File: config.mk
export PLATFORM = sky130hd
export DESIGN_NAME = pcg_rxs_m_xs_bounded_random_flat
export DESIGN_NICKNAME = d
export VERILOG_FILES = /design/src/sv/pcg_pkg.sv /design/src/sv/pcg_req_if.sv /design/src/sv/pcg_rsp_if.sv /design/src/sv/pcg_mul.sv /design/src/sv/pcg_div.sv /design/src/sv/pcg_rxs_m_xs_bounded_random.sv /design/src/flat_wrapper.sv
export SDC_FILE = /design/constraint.sdc
export NUM_CORES = 2
export LEC_CHECK = 0
export ABC_AREA = 1
export BUFFER_PORTS_ARGS = -buffer_cell sky130_fd_sc_hd__buf_4
export CAP_MARGIN = 30
export CORE_ASPECT_RATIO = 0.7
export CORE_MARGIN = 1
export CORE_UTILIZATION = 45
export DETAILED_ROUTE_END_ITERATION = 7
export GPL_TIMING_DRIVEN = 0
export PLACE_DENSITY = 0.65
export REMOVE_ABC_BUFFERS = 1
export SYNTH_ARGS = -nofsm -noshare
export SYNTH_HDL_FRONTEND = slang
export SYNTH_SLANG_ARGS = --single-unit
File: constraint.sdc
create_clock -name clk -period 36.4 [get_ports clk]
set_input_delay 7.28 -clock clk [delete_from_list [all_inputs] [get_ports clk]]
set_output_delay 7.28 -clock clk [all_outputs]
set_load 0.02 [all_outputs]
File: src/sv/pcg_pkg.sv
// Package for the PCG RXS-M-XS random-number block.
// Holds the word width, the generator and permutation constants and the request kinds.
// No dependencies; every other file of the block uses it.
`timescale 1ns / 1ps
`default_nettype none

package pcg_pkg;

    localparam int WORD_W    = 64;
    localparam int HALF_W    = WORD_W / 2;
    localparam int KIND_W    = 2;
    localparam int FRAC_BITS = 53;
    localparam int FRAC_SHIFT = WORD_W - FRAC_BITS;
    localparam int PERM_SHIFT = 43;
    localparam int ROT_TOP    = 59;

    localparam logic [WORD_W-1:0] LCG_MULT  = 64'd6364136223846793005;
    localparam logic [WORD_W-1:0] LCG_INC   = 64'd1442695040888963407;
    localparam logic [WORD_W-1:0] PERM_MULT = 64'd12605985483714917081;
    localparam logic [WORD_W-1:0] SEED_RESET = 64'd1;

    localparam logic [KIND_W-1:0] KIND_RAW   = 2'd0;
    localparam logic [KIND_W-1:0] KIND_RANGE = 2'd1;
    localparam logic [KIND_W-1:0] KIND_FRAC  = 2'd2;

    typedef logic [WORD_W-1:0] word_t;

    // Launch of the shared multiplier: operands are captured on start.
    typedef struct packed {
        logic  start;
        word_t a;
        word_t b;
    } mul_req_t;

    // Launch of the remainder unit.
    typedef struct packed {
        logic  start;
        word_t dividend;
        word_t divisor;
    } div_req_t;

endpackage

`default_nettype wire

File: src/sv/pcg_req_if.sv
// Request channel of the PCG block: kind and inclusive range bounds.
// Depends on pcg_pkg for widths.
`timescale 1ns / 1ps
`default_nettype none

interface pcg_req_if;
    logic                       valid;
    logic                       ready;
    logic [pcg_pkg::KIND_W-1:0] kind;
    pcg_pkg::word_t             range_min;
    pcg_pkg::word_t             range_max;

    modport source (output valid, output kind, output range_min, output range_max,
                    input ready);
    modport sink   (input valid, input kind, input range_min, input range_max,
                    output ready);
endinterface

`default_nettype wire

File: src/sv/pcg_rsp_if.sv
// Result channel of the PCG block: one 64-bit value per request.
// Depends on pcg_pkg for widths.
`timescale 1ns / 1ps
`default_nettype none

interface pcg_rsp_if;
    logic           valid;
    logic           ready;
    pcg_pkg::word_t random_value;

    modport source (output valid, output random_value, input ready);
    modport sink   (input valid, input random_value, output ready);
endinterface

`default_nettype wire

File: src/sv/pcg_mul.sv
// Shared 64 x 64 multiplier returning the low 64 bits of the product.
// Uses one 32 x 32 multiplier over three partial products; depends on pcg_pkg.
`timescale 1ns / 1ps
`default_nettype none

module pcg_mul (
    input  wire logic              clk,
    input  wire logic              rst_n,
    input  wire pcg_pkg::mul_req_t req,
    output logic                   done,
    output pcg_pkg::word_t         product
);

    logic [1:0]                  step_reg;
    logic                        busy_reg;
    logic                        done_reg;
    pcg_pkg::word_t              a_reg;
    pcg_pkg::word_t              b_reg;
    pcg_pkg::word_t              prod_reg;
    pcg_pkg::word_t              acc_reg;
    logic [pcg_pkg::HALF_W-1:0]  op_x;
    logic [pcg_pkg::HALF_W-1:0]  op_y;
    pcg_pkg::word_t              prod_next;
    pcg_pkg::word_t              shifted_prod;

    // Step 0 forms lo*lo, step 1 lo*hi, step 2 hi*lo; the hi*hi term falls off the top.
    always_comb
    begin
        op_x = (step_reg == 2'd2) ? a_reg[pcg_pkg::WORD_W-1:pcg_pkg::HALF_W]
                                  : a_reg[pcg_pkg::HALF_W-1:0];
        op_y = (step_reg == 2'd1) ? b_reg[pcg_pkg::WORD_W-1:pcg_pkg::HALF_W]
                                  : b_reg[pcg_pkg::HALF_W-1:0];
        prod_next    = pcg_pkg::word_t'(op_x) * pcg_pkg::word_t'(op_y);
        shifted_prod = {prod_reg[pcg_pkg::HALF_W-1:0], {pcg_pkg::HALF_W{1'b0}}};
    end

    always_ff @(posedge clk or negedge rst_n)
    begin
        if (!rst_n)
        begin
            step_reg <= '0;
            busy_reg <= 1'b0;
            done_reg <= 1'b0;
        end
        else
        begin
            done_reg <= 1'b0;
            if (req.start)
            begin
                step_reg <= '0;
                busy_reg <= 1'b1;
            end
            else if (busy_reg)
            begin
                step_reg <= step_reg + 2'd1;
                if (step_reg == 2'd3)
                begin
                    busy_reg <= 1'b0;
                    done_reg <= 1'b1;
                end
            end
        end
    end

    always_ff @(posedge clk)
    begin
        if (req.start)
        begin
            a_reg <= req.a;
            b_reg <= req.b;
        end
        else if (busy_reg)
        begin
            prod_reg <= prod_next;
            if (step_reg == 2'd1)
            begin
                acc_reg <= prod_reg;
            end
            else if (step_reg != 2'd0)
            begin
                acc_reg <= acc_reg + shifted_prod;
            end
        end
    end

    assign done    = done_reg;
    assign product = acc_reg;

endmodule

`default_nettype wire

File: src/sv/pcg_div.sv
// Restoring remainder unit: one dividend bit per cycle while busy.
// Only the remainder is kept; depends on pcg_pkg.
`timescale 1ns / 1ps
`default_nettype none

module pcg_div (
    input  wire logic              clk,
    input  wire logic              rst_n,
    input  wire pcg_pkg::div_req_t req,
    output logic                   done,
    output pcg_pkg::word_t         remainder
);

    localparam int CNT_W = $clog2(pcg_pkg::WORD_W);

    logic [CNT_W-1:0]        cnt_reg;
    logic                    busy_reg;
    logic                    done_reg;
    pcg_pkg::word_t          dvd_reg;
    pcg_pkg::word_t          dsr_reg;
    pcg_pkg::word_t          rem_reg;
    logic [pcg_pkg::WORD_W:0] trial;
    logic [pcg_pkg::WORD_W:0] diff;
    pcg_pkg::word_t          rem_next;

    // The partial remainder stays below the divisor, so one extra bit covers the shift.
    always_comb
    begin
        trial    = {rem_reg, dvd_reg[pcg_pkg::WORD_W-1]};
        diff     = trial - {1'b0, dsr_reg};
        rem_next = (trial >= {1'b0, dsr_reg}) ? diff[pcg_pkg::WORD_W-1:0]
                                              : trial[pcg_pkg::WORD_W-1:0];
    end

    always_ff @(posedge clk or negedge rst_n)
    begin
        if (!rst_n)
        begin
            cnt_reg  <= '0;
            busy_reg <= 1'b0;
            done_reg <= 1'b0;
        end
        else
        begin
            done_reg <= 1'b0;
            if (req.start)
            begin
                cnt_reg  <= '0;
                busy_reg <= 1'b1;
            end
            else if (busy_reg)
            begin
                cnt_reg <= cnt_reg + CNT_W'(1);
                if (cnt_reg == CNT_W'(pcg_pkg::WORD_W - 1))
                begin
                    busy_reg <= 1'b0;
                    done_reg <= 1'b1;
                end
            end
        end
    end

    always_ff @(posedge clk)
    begin
        if (req.start)
        begin
            dvd_reg <= req.dividend;
            dsr_reg <= req.divisor;
            rem_reg <= '0;
        end
        else if (busy_reg)
        begin
            dvd_reg <= {dvd_reg[pcg_pkg::WORD_W-2:0], 1'b0};
            rem_reg <= rem_next;
        end
    end

    assign done      = done_reg;
    assign remainder = rem_reg;

endmodule

`default_nettype wire

File: src/sv/pcg_rxs_m_xs_bounded_random.sv
// Top level of the PCG RXS-M-XS generator with bounded and fractional draws.
// Depends on pcg_pkg, pcg_req_if, pcg_rsp_if, pcg_mul and pcg_div.
//
//   Channel   Direction  Contents
//   req       in         kind, range_min, range_max (valid/ready)
//   rsp       out        random_value (valid/ready)
//   cfg       in         cfg_we, cfg_wdata: seed write, loads the generator state
//
// A raw or fractional request takes two passes of the shared multiplier plus sequencing.
// A bounded request over less than the full range adds a pass of the bit-serial
// remainder unit per attempt and repeats the whole draw on rejection.
// Reset loads the state with 1. The block takes one request at a time; a finished result
// sits in the output register, so a new request is taken while it awaits transfer.
`timescale 1ns / 1ps
`default_nettype none

module pcg_rxs_m_xs_bounded_random (
    input  wire logic           clk,
    input  wire logic           rst_n,
    input  wire logic           cfg_we,
    input  wire pcg_pkg::word_t cfg_wdata,
    pcg_req_if.sink             req,
    pcg_rsp_if.source           rsp
);

    localparam logic [2:0] S_IDLE = 3'd0;
    localparam logic [2:0] S_LCG  = 3'd1;
    localparam logic [2:0] S_PERM = 3'd2;
    localparam logic [2:0] S_MIX  = 3'd3;
    localparam logic [2:0] S_DIV  = 3'd4;
    localparam logic [2:0] S_CHK  = 3'd5;
    localparam logic [2:0] S_DONE = 3'd6;

    logic [2:0]                 state_reg,  state_next;
    pcg_pkg::word_t             gen_reg,    gen_next;
    logic                       out_valid_reg, out_valid_next;
    pcg_pkg::word_t             out_value_reg, out_value_next;
    logic [pcg_pkg::KIND_W-1:0] kind_reg,   kind_next;
    pcg_pkg::word_t             min_reg,    min_next;
    pcg_pkg::word_t             span_reg,   span_next;
    pcg_pkg::word_t             lim_reg,    lim_next;
    pcg_pkg::word_t             draw_reg,   draw_next;
    pcg_pkg::word_t             rem_reg,    rem_next;
    pcg_pkg::word_t             res_reg,    res_next;

    pcg_pkg::mul_req_t          mul_req;
    logic                       mul_done;
    pcg_pkg::word_t             mul_product;
    pcg_pkg::div_req_t          div_req;
    logic                       div_done;
    pcg_pkg::word_t             div_rem;

    logic [5:0]                 rot;
    pcg_pkg::word_t             mix_x;
    pcg_pkg::word_t             perm_out;
    pcg_pkg::word_t             span_in;

    pcg_mul u_mul (
        .clk     (clk),
        .rst_n   (rst_n),
        .req     (mul_req),
        .done    (mul_done),
        .product (mul_product)
    );

    pcg_div u_div (
        .clk       (clk),
        .rst_n     (rst_n),
        .req       (div_req),
        .done      (div_done),
        .remainder (div_rem)
    );

    // The xorshift amount is the top five state bits plus five, so 5 to 36.
    always_comb
    begin
        rot      = {1'b0, gen_reg[pcg_pkg::WORD_W-1:pcg_pkg::ROT_TOP]} + 6'd5;
        mix_x    = (gen_reg >> rot) ^ gen_reg;
        perm_out = (mul_product >> pcg_pkg::PERM_SHIFT) ^ mul_product;
        span_in  = req.range_max - req.range_min + pcg_pkg::word_t'(1);
    end

    always_comb
    begin
        state_next     = state_reg;
        gen_next       = gen_reg;
        out_valid_next = out_valid_reg;
        out_value_next = out_value_reg;
        kind_next      = kind_reg;
        min_next       = min_reg;
        span_next      = span_reg;
        lim_next       = lim_reg;
        draw_next      = draw_reg;
        rem_next       = rem_reg;
        res_next       = res_reg;
        mul_req.start  = 1'b0;
        mul_req.a      = gen_reg;
        mul_req.b      = pcg_pkg::LCG_MULT;
        div_req.start    = 1'b0;
        div_req.dividend = perm_out;
        div_req.divisor  = span_reg;

        if (cfg_we)
        begin
            gen_next = cfg_wdata;
        end
        if (out_valid_reg && rsp.ready)
        begin
            out_valid_next = 1'b0;
        end

        unique case (state_reg)
            S_IDLE:
            begin
                if (req.valid)
                begin
                    kind_next     = req.kind;
                    min_next      = req.range_min;
                    span_next     = span_in;
                    lim_next      = '0 - span_in;
                    mul_req.start = 1'b1;
                    state_next    = S_LCG;
                end
            end
            S_LCG:
            begin
                if (mul_done)
                begin
                    gen_next   = mul_product + pcg_pkg::LCG_INC;
                    state_next = S_PERM;
                end
            end
            S_PERM:
            begin
                mul_req.start = 1'b1;
                mul_req.a     = mix_x;
                mul_req.b     = pcg_pkg::PERM_MULT;
                state_next    = S_MIX;
            end
            S_MIX:
            begin
                if (mul_done)
                begin
                    draw_next = perm_out;
                    if ((kind_reg == pcg_pkg::KIND_RANGE) && (span_reg != '0))
                    begin
                        div_req.start = 1'b1;
                        state_next    = S_DIV;
                    end
                    else
                    begin
                        res_next   = (kind_reg == pcg_pkg::KIND_FRAC)
                                   ? (perm_out >> pcg_pkg::FRAC_SHIFT) : perm_out;
                        state_next = S_DONE;
                    end
                end
            end
            S_DIV:
            begin
                if (div_done)
                begin
                    rem_next   = div_rem;
                    state_next = S_CHK;
                end
            end
            S_CHK:
            begin
                // A draw from the incomplete top interval is biased, so draw again.
                if ((draw_reg - rem_reg) > lim_reg)
                begin
                    mul_req.start = 1'b1;
                    state_next    = S_LCG;
                end
                else
                begin
                    res_next   = min_reg + rem_reg;
                    state_next = S_DONE;
                end
            end
            S_DONE:
            begin
                if (!out_valid_reg || rsp.ready)
                begin
                    out_valid_next = 1'b1;
                    out_value_next = res_reg;
                    state_next     = S_IDLE;
                end
            end
            default:
            begin
                state_next = S_IDLE;
            end
        endcase
    end

    always_ff @(posedge clk or negedge rst_n)
    begin
        if (!rst_n)
        begin
            state_reg     <= S_IDLE;
            gen_reg       <= pcg_pkg::SEED_RESET;
            out_valid_reg <= 1'b0;
        end
        else
        begin
            state_reg     <= state_next;
            gen_reg       <= gen_next;
            out_valid_reg <= out_valid_next;
        end
    end

    always_ff @(posedge clk)
    begin
        out_value_reg <= out_value_next;
        kind_reg      <= kind_next;
        min_reg       <= min_next;
        span_reg      <= span_next;
        lim_reg       <= lim_next;
        draw_reg      <= draw_next;
        rem_reg       <= rem_next;
        res_reg       <= res_next;
    end

    assign req.ready        = (state_reg == S_IDLE);
    assign rsp.valid        = out_valid_reg;
    assign rsp.random_value = out_value_reg;

`ifndef SYNTHESIS
    a_accept_starts_draw: assert property (@(posedge clk) disable iff (!rst_n)
        req.valid && req.ready |=> state_reg == S_LCG)
        else $error("accepted request did not start the generator step");

    a_units_exclusive: assert property (@(posedge clk) disable iff (!rst_n)
        !(mul_done && div_done))
        else $error("multiplier and remainder unit finished together");

    a_div_done_in_div: assert property (@(posedge clk) disable iff (!rst_n)
        div_done |-> state_reg == S_DIV)
        else $error("remainder unit finished outside its wait state");

    a_rem_below_span: assert property (@(posedge clk) disable iff (!rst_n)
        state_reg == S_CHK |-> rem_reg < span_reg)
        else $error("remainder not below the span");
`endif

endmodule

`default_nettype wire
File: src/flat_wrapper.sv
// flat-port wrapper written by rule: the top's interface ports become plain ports
module pcg_rxs_m_xs_bounded_random_flat 
  (clk, rst_n, cfg_we, cfg_wdata, req_valid, req_kind, req_range_min, req_range_max, req_ready, rsp_valid, rsp_random_value, rsp_ready);
  pcg_req_if req_i ();
  pcg_rsp_if rsp_i ();
  input  wire logic clk;
  input  wire logic rst_n;
  input  wire logic cfg_we;
  input  wire pcg_pkg::word_t cfg_wdata;
  input wire logic [$bits(req_i.valid)-1:0] req_valid;
  input wire logic [$bits(req_i.kind)-1:0] req_kind;
  input wire logic [$bits(req_i.range_min)-1:0] req_range_min;
  input wire logic [$bits(req_i.range_max)-1:0] req_range_max;
  output wire logic [$bits(req_i.ready)-1:0] req_ready;
  output wire logic [$bits(rsp_i.valid)-1:0] rsp_valid;
  output wire logic [$bits(rsp_i.random_value)-1:0] rsp_random_value;
  input wire logic [$bits(rsp_i.ready)-1:0] rsp_ready;
  assign req_i.valid = req_valid;
  assign req_i.kind = req_kind;
  assign req_i.range_min = req_range_min;
  assign req_i.range_max = req_range_max;
  assign req_ready = req_i.ready;
  assign rsp_valid = rsp_i.valid;
  assign rsp_random_value = rsp_i.random_value;
  assign rsp_i.ready = rsp_ready;
  pcg_rxs_m_xs_bounded_random u_core (.clk(clk), .rst_n(rst_n), .cfg_we(cfg_we), .cfg_wdata(cfg_wdata), .req(req_i), .rsp(rsp_i));
endmodule
==> flow_summary.toml <==
[run_status]
status = "finished, violations left"
violations_in_the_final_reports = "design-rule violations"

[layout]
layout.nets = 13769
filler_cell_count = 20295
flow.area_growth_from_synthesis_pct = 11.19
layout_cell_share_with_drive_strength_beyond_1 = 0.06003

[timing]
timing.slew.headroom = 0.1970
worst_slack_ns = 24.35
grt_setup_unrepaired = "false"
clock.fmax_mhz = 83.01
timing.final.crit_share = 0.3310
count_of_final_hold_check_violations = 0
timing.setup.tns_ns = 0
skew_ns = 0.09735
worst_margin_slew_ns = 1.192
setup_viol = 0
period_needed_ns = 12.05
final-max-slew-violation-count = 0

[clock_tree]
hold_buffers = 0
clk_path_buf_depth = 3
clock_insertion_delay_worst_skew_ns = 0.78
clockRootBuffer = "sky130_fd_sc_hd__clkbuf_16"
post_cts_resize_count = 0
numClockSinks = 915
cts_buffers = 100
h-tree-depth = 3
clk_transition_reported_paths_ns = 0.06
buffers_inserted_during_post_cts_setup_optimization = 0
cts_tree = "done"

[setup_path]
end_kind = "register"
critPathMaxFanout = 6
worst-endpoint-required_ns = 36.90
cp_class = "input pin to register"
timing.critical_path.from_type = "input pin"
arrival_ns = 12.55

[synth]
postSynthAreaPerCell_um2 = 8.012
synth_area_um2 = 93980
synth_warnings = 0
synthCells = 11730
ys_ff_latch = 915
yosysSeqAreaShare = 0.2813
synth-edff-count = 771
synthArstFlopShare = 0.08743
synthFlopType = "sky130_fd_sc_hd__edfxtp_1"
yosys.cell_types.count = 61

[placement]
io_buffer_count = 264
detailed_placer_s_ending_hpwl_mm = 356.3
detailedPlace.worstSlack_ns = 24.33
place_congestion = 1.101

[global_route]
global_route_total_overflow = 0
first_global_vias = 77158
grt_start_max_net_pins = 111
antenna_found_initial = 13
groute.usage.overall = 0.3880
grt_first_pass_wirelength_mm = 573.6

[floorplanning]
dieArea_um2 = 210700
die_span_x_um = 548.2
die_h_um = 384.3
start_util = 0.4556
coreArea_um2 = 206300
fp-row-count = 139
i_o_pin_cnt = 265

[routing]
drt_drc_violations_left = 4
route.detailed.vias_per_inst = 5.650
ant_nets = 0
drtIter0Drc = 12439
routed_length_per_placed_instance_um = 27.91
detailroute.via_count = 83798
wirelength_mm = 414.0
drtPass1Iterations = 8

[worst_hold_path]
timing.hold.worst.class = "register to register"

[flow_run]
maxCapViolCount = 0
## worst paths after layout
check / start / to / slack [ns] / cells after the start
min reg2reg: u_core.res_reg[49]$_DFFE_PP_ / u_core.rsp.random_value[49]$_DFFE_PP_ / 0.40 / 0
max in group asynchronous: rst_n / u_core.gen_reg[57]$_DFF_PN0_ / 29.30 / 2
min: u_core.res_reg[49]$_DFFE_PP_ / u_core.rsp.random_value[49]$_DFFE_PP_ / 0.40 / 0
max reg2reg: u_core.u_mul.step_reg[1]$_DFFE_PN0P_ / u_core.u_mul.prod_reg[37]$_DFFE_PP_ / 24.71 / 33
min in group asynchronous: rst_n / u_core.gen_reg[2]$_DFF_PN0_ / 6.40 / 1
max: req_range_min[28] / u_core.lim_reg[57]$_DFFE_PP_ / 24.35 / 19
## area by class of cell
type / count / area [um^2] / area share
diodes: 6 / 15.01 / 0.0001437
clock buffers: 110 / 2571 / 0.02461
multi-input cells: 8046 / 57390 / 0.5492
repair buffers: 384 / 3998 / 0.03826
inverters: 2546 / 9570 / 0.09158
clock inverters: 76 / 1072 / 0.01026
flip-flops and latches: 915 / 26440 / 0.2530
well taps: 2749 / 3440 / 0.03291
## placed cells by master, fill, tap and decap left out, types with 24 or more instances in the layout
master and n:
sky130_fd_sc_hd__clkbuf_16 101, sky130_fd_sc_hd__xor2_1 249, sky130_fd_sc_hd__o22ai_1 59, sky130_fd_sc_hd__a21o_1 37
sky130_fd_sc_hd__nand2_1 2413, sky130_fd_sc_hd__inv_1 2504, sky130_fd_sc_hd__mux2i_1 81, sky130_fd_sc_hd__nand2_2 32
sky130_fd_sc_hd__buf_6 25, sky130_fd_sc_hd__nor4_1 39, sky130_fd_sc_hd__nor3_1 90, sky130_fd_sc_hd__buf_4 275
sky130_fd_sc_hd__a21oi_1 559, sky130_fd_sc_hd__ha_1 707, sky130_fd_sc_hd__clkinv_1 31, sky130_fd_sc_hd__fa_1 867
sky130_fd_sc_hd__nand3_1 400, sky130_fd_sc_hd__dfrtp_1 77, sky130_fd_sc_hd__buf_16 29, sky130_fd_sc_hd__dfxtp_1 64
sky130_fd_sc_hd__nand4_1 76, sky130_fd_sc_hd__o211ai_1 27, sky130_fd_sc_hd__o21bai_1 53, sky130_fd_sc_hd__o21ai_1 24
sky130_fd_sc_hd__xnor2_1 102, sky130_fd_sc_hd__nor2_1 1193, sky130_fd_sc_hd__or2_2 29, sky130_fd_sc_hd__o21a_1 31
sky130_fd_sc_hd__edfxtp_1 771, sky130_fd_sc_hd__o21ai_0 673, sky130_fd_sc_hd__buf_12 33, sky130_fd_sc_hd__nor2_4 24
sky130_fd_sc_hd__a31oi_1 108
## metal layers
metal / track usage / part of all wire / vias up
li1: - / - / 37697
met1: 0.6256 / 0.48 / 40805
met2: 0.4467 / 0.34 / 4916
met3: 0.1811 / 0.16 / 363
met4: 0.06633 / 0.019 / 17
met5: 0.03014 / 0.0024 / -
## cells by family (layout without fill, tap and decap cells)
| logic type | Yosys count | count (layout) | synth area share |
|---|---|---|---|
| XOR/XNOR | 351 | 351 | 0.03271 |
| flip-flops | 915 | 915 | 0.2813 |
| other | 0 | 6 | 0 |
| AO/OA/AOI/OAI | 1665 | 1665 | 0.09768 |
| multiplexers | 82 | 82 | 0.008734 |
| AND/OR/NAND/NOR | 4371 | 4371 | 0.1894 |
| buffers and inverters | 2769 | 3116 | 0.1110 |
| adder cells (fa/ha/maj) | 1577 | 1577 | 0.2792 |
## critical path: stages
cell                      delay, ns
sky130_fd_sc_hd__buf_4         0.10
sky130_fd_sc_hd__inv_1         0.04
sky130_fd_sc_hd__ha_1          0.28
sky130_fd_sc_hd__ha_1          0.43
sky130_fd_sc_hd__nand2_1       0.16
sky130_fd_sc_hd__nor2_1        0.41
sky130_fd_sc_hd__nand2_1       0.39
sky130_fd_sc_hd__nor3_1        0.63
sky130_fd_sc_hd__nand2_1       0.19
sky130_fd_sc_hd__nand2_1       0.46
sky130_fd_sc_hd__nand2_1       0.12
sky130_fd_sc_hd__nand2_1       0.12
sky130_fd_sc_hd__nand2_1       0.11
sky130_fd_sc_hd__nor2_2        0.43
sky130_fd_sc_hd__nand3_1       0.41
sky130_fd_sc_hd__nor2_1        0.68
sky130_fd_sc_hd__nand3_1       0.14
sky130_fd_sc_hd__nand2_1       0.09
sky130_fd_sc_hd__nand2_1       0.06
## metrics by stage
stage	cells	hold WS [ns]	instance area, um^2	utilization
after global placement	14520	0.4039	98530	0.4777
final	14832	0.4030	104500	0.5066
after detailed placement	14626	0.4045	100600	0.4879
after global routing	14826	0.4051	104500	0.5065
after CTS	14812	0.3961	104300	0.5055
after floorplan	11507	0.4003	93110	-
## cell usage after synthesis (22+ instances only)
cell type	count	area share
sky130_fd_sc_hd__nor3_1	94	0.0050
sky130_fd_sc_hd__nor2_1	1206	0.048
sky130_fd_sc_hd__xor2_1	249	0.023
sky130_fd_sc_hd__nand2_1	2417	0.097
sky130_fd_sc_hd__clkbuf_1	182	0.0073
sky130_fd_sc_hd__dfrtp_1	79	0.021
sky130_fd_sc_hd__nand2_2	31	0.0021
sky130_fd_sc_hd__o211ai_1	27	0.0022
sky130_fd_sc_hd__a21oi_1	561	0.030
sky130_fd_sc_hd__nand3b_1	22	0.0018
sky130_fd_sc_hd__mux2i_1	82	0.0087
sky130_fd_sc_hd__a31oi_1	108	0.0072
sky130_fd_sc_hd__o21a_1	31	0.0025
sky130_fd_sc_hd__nand3_1	401	0.021
sky130_fd_sc_hd__o22ai_1	59	0.0039
sky130_fd_sc_hd__a21o_1	37	0.0030
sky130_fd_sc_hd__o21bai_1	53	0.0042
sky130_fd_sc_hd__ha_1	710	0.095
sky130_fd_sc_hd__fa_1	867	0.18
sky130_fd_sc_hd__nor4_1	39	0.0026
sky130_fd_sc_hd__or2_2	29	0.0019
sky130_fd_sc_hd__xnor2_1	102	0.0095
sky130_fd_sc_hd__edfxtp_1	771	0.25
sky130_fd_sc_hd__o21ai_0	690	0.037
sky130_fd_sc_hd__inv_1	2509	0.10
sky130_fd_sc_hd__dfxtp_1	64	0.014
sky130_fd_sc_hd__nand4_1	76	0.0051
Power is not shown: default switching activity piles up to over one toggle a cycle in this logic, so the estimate is an artifact.
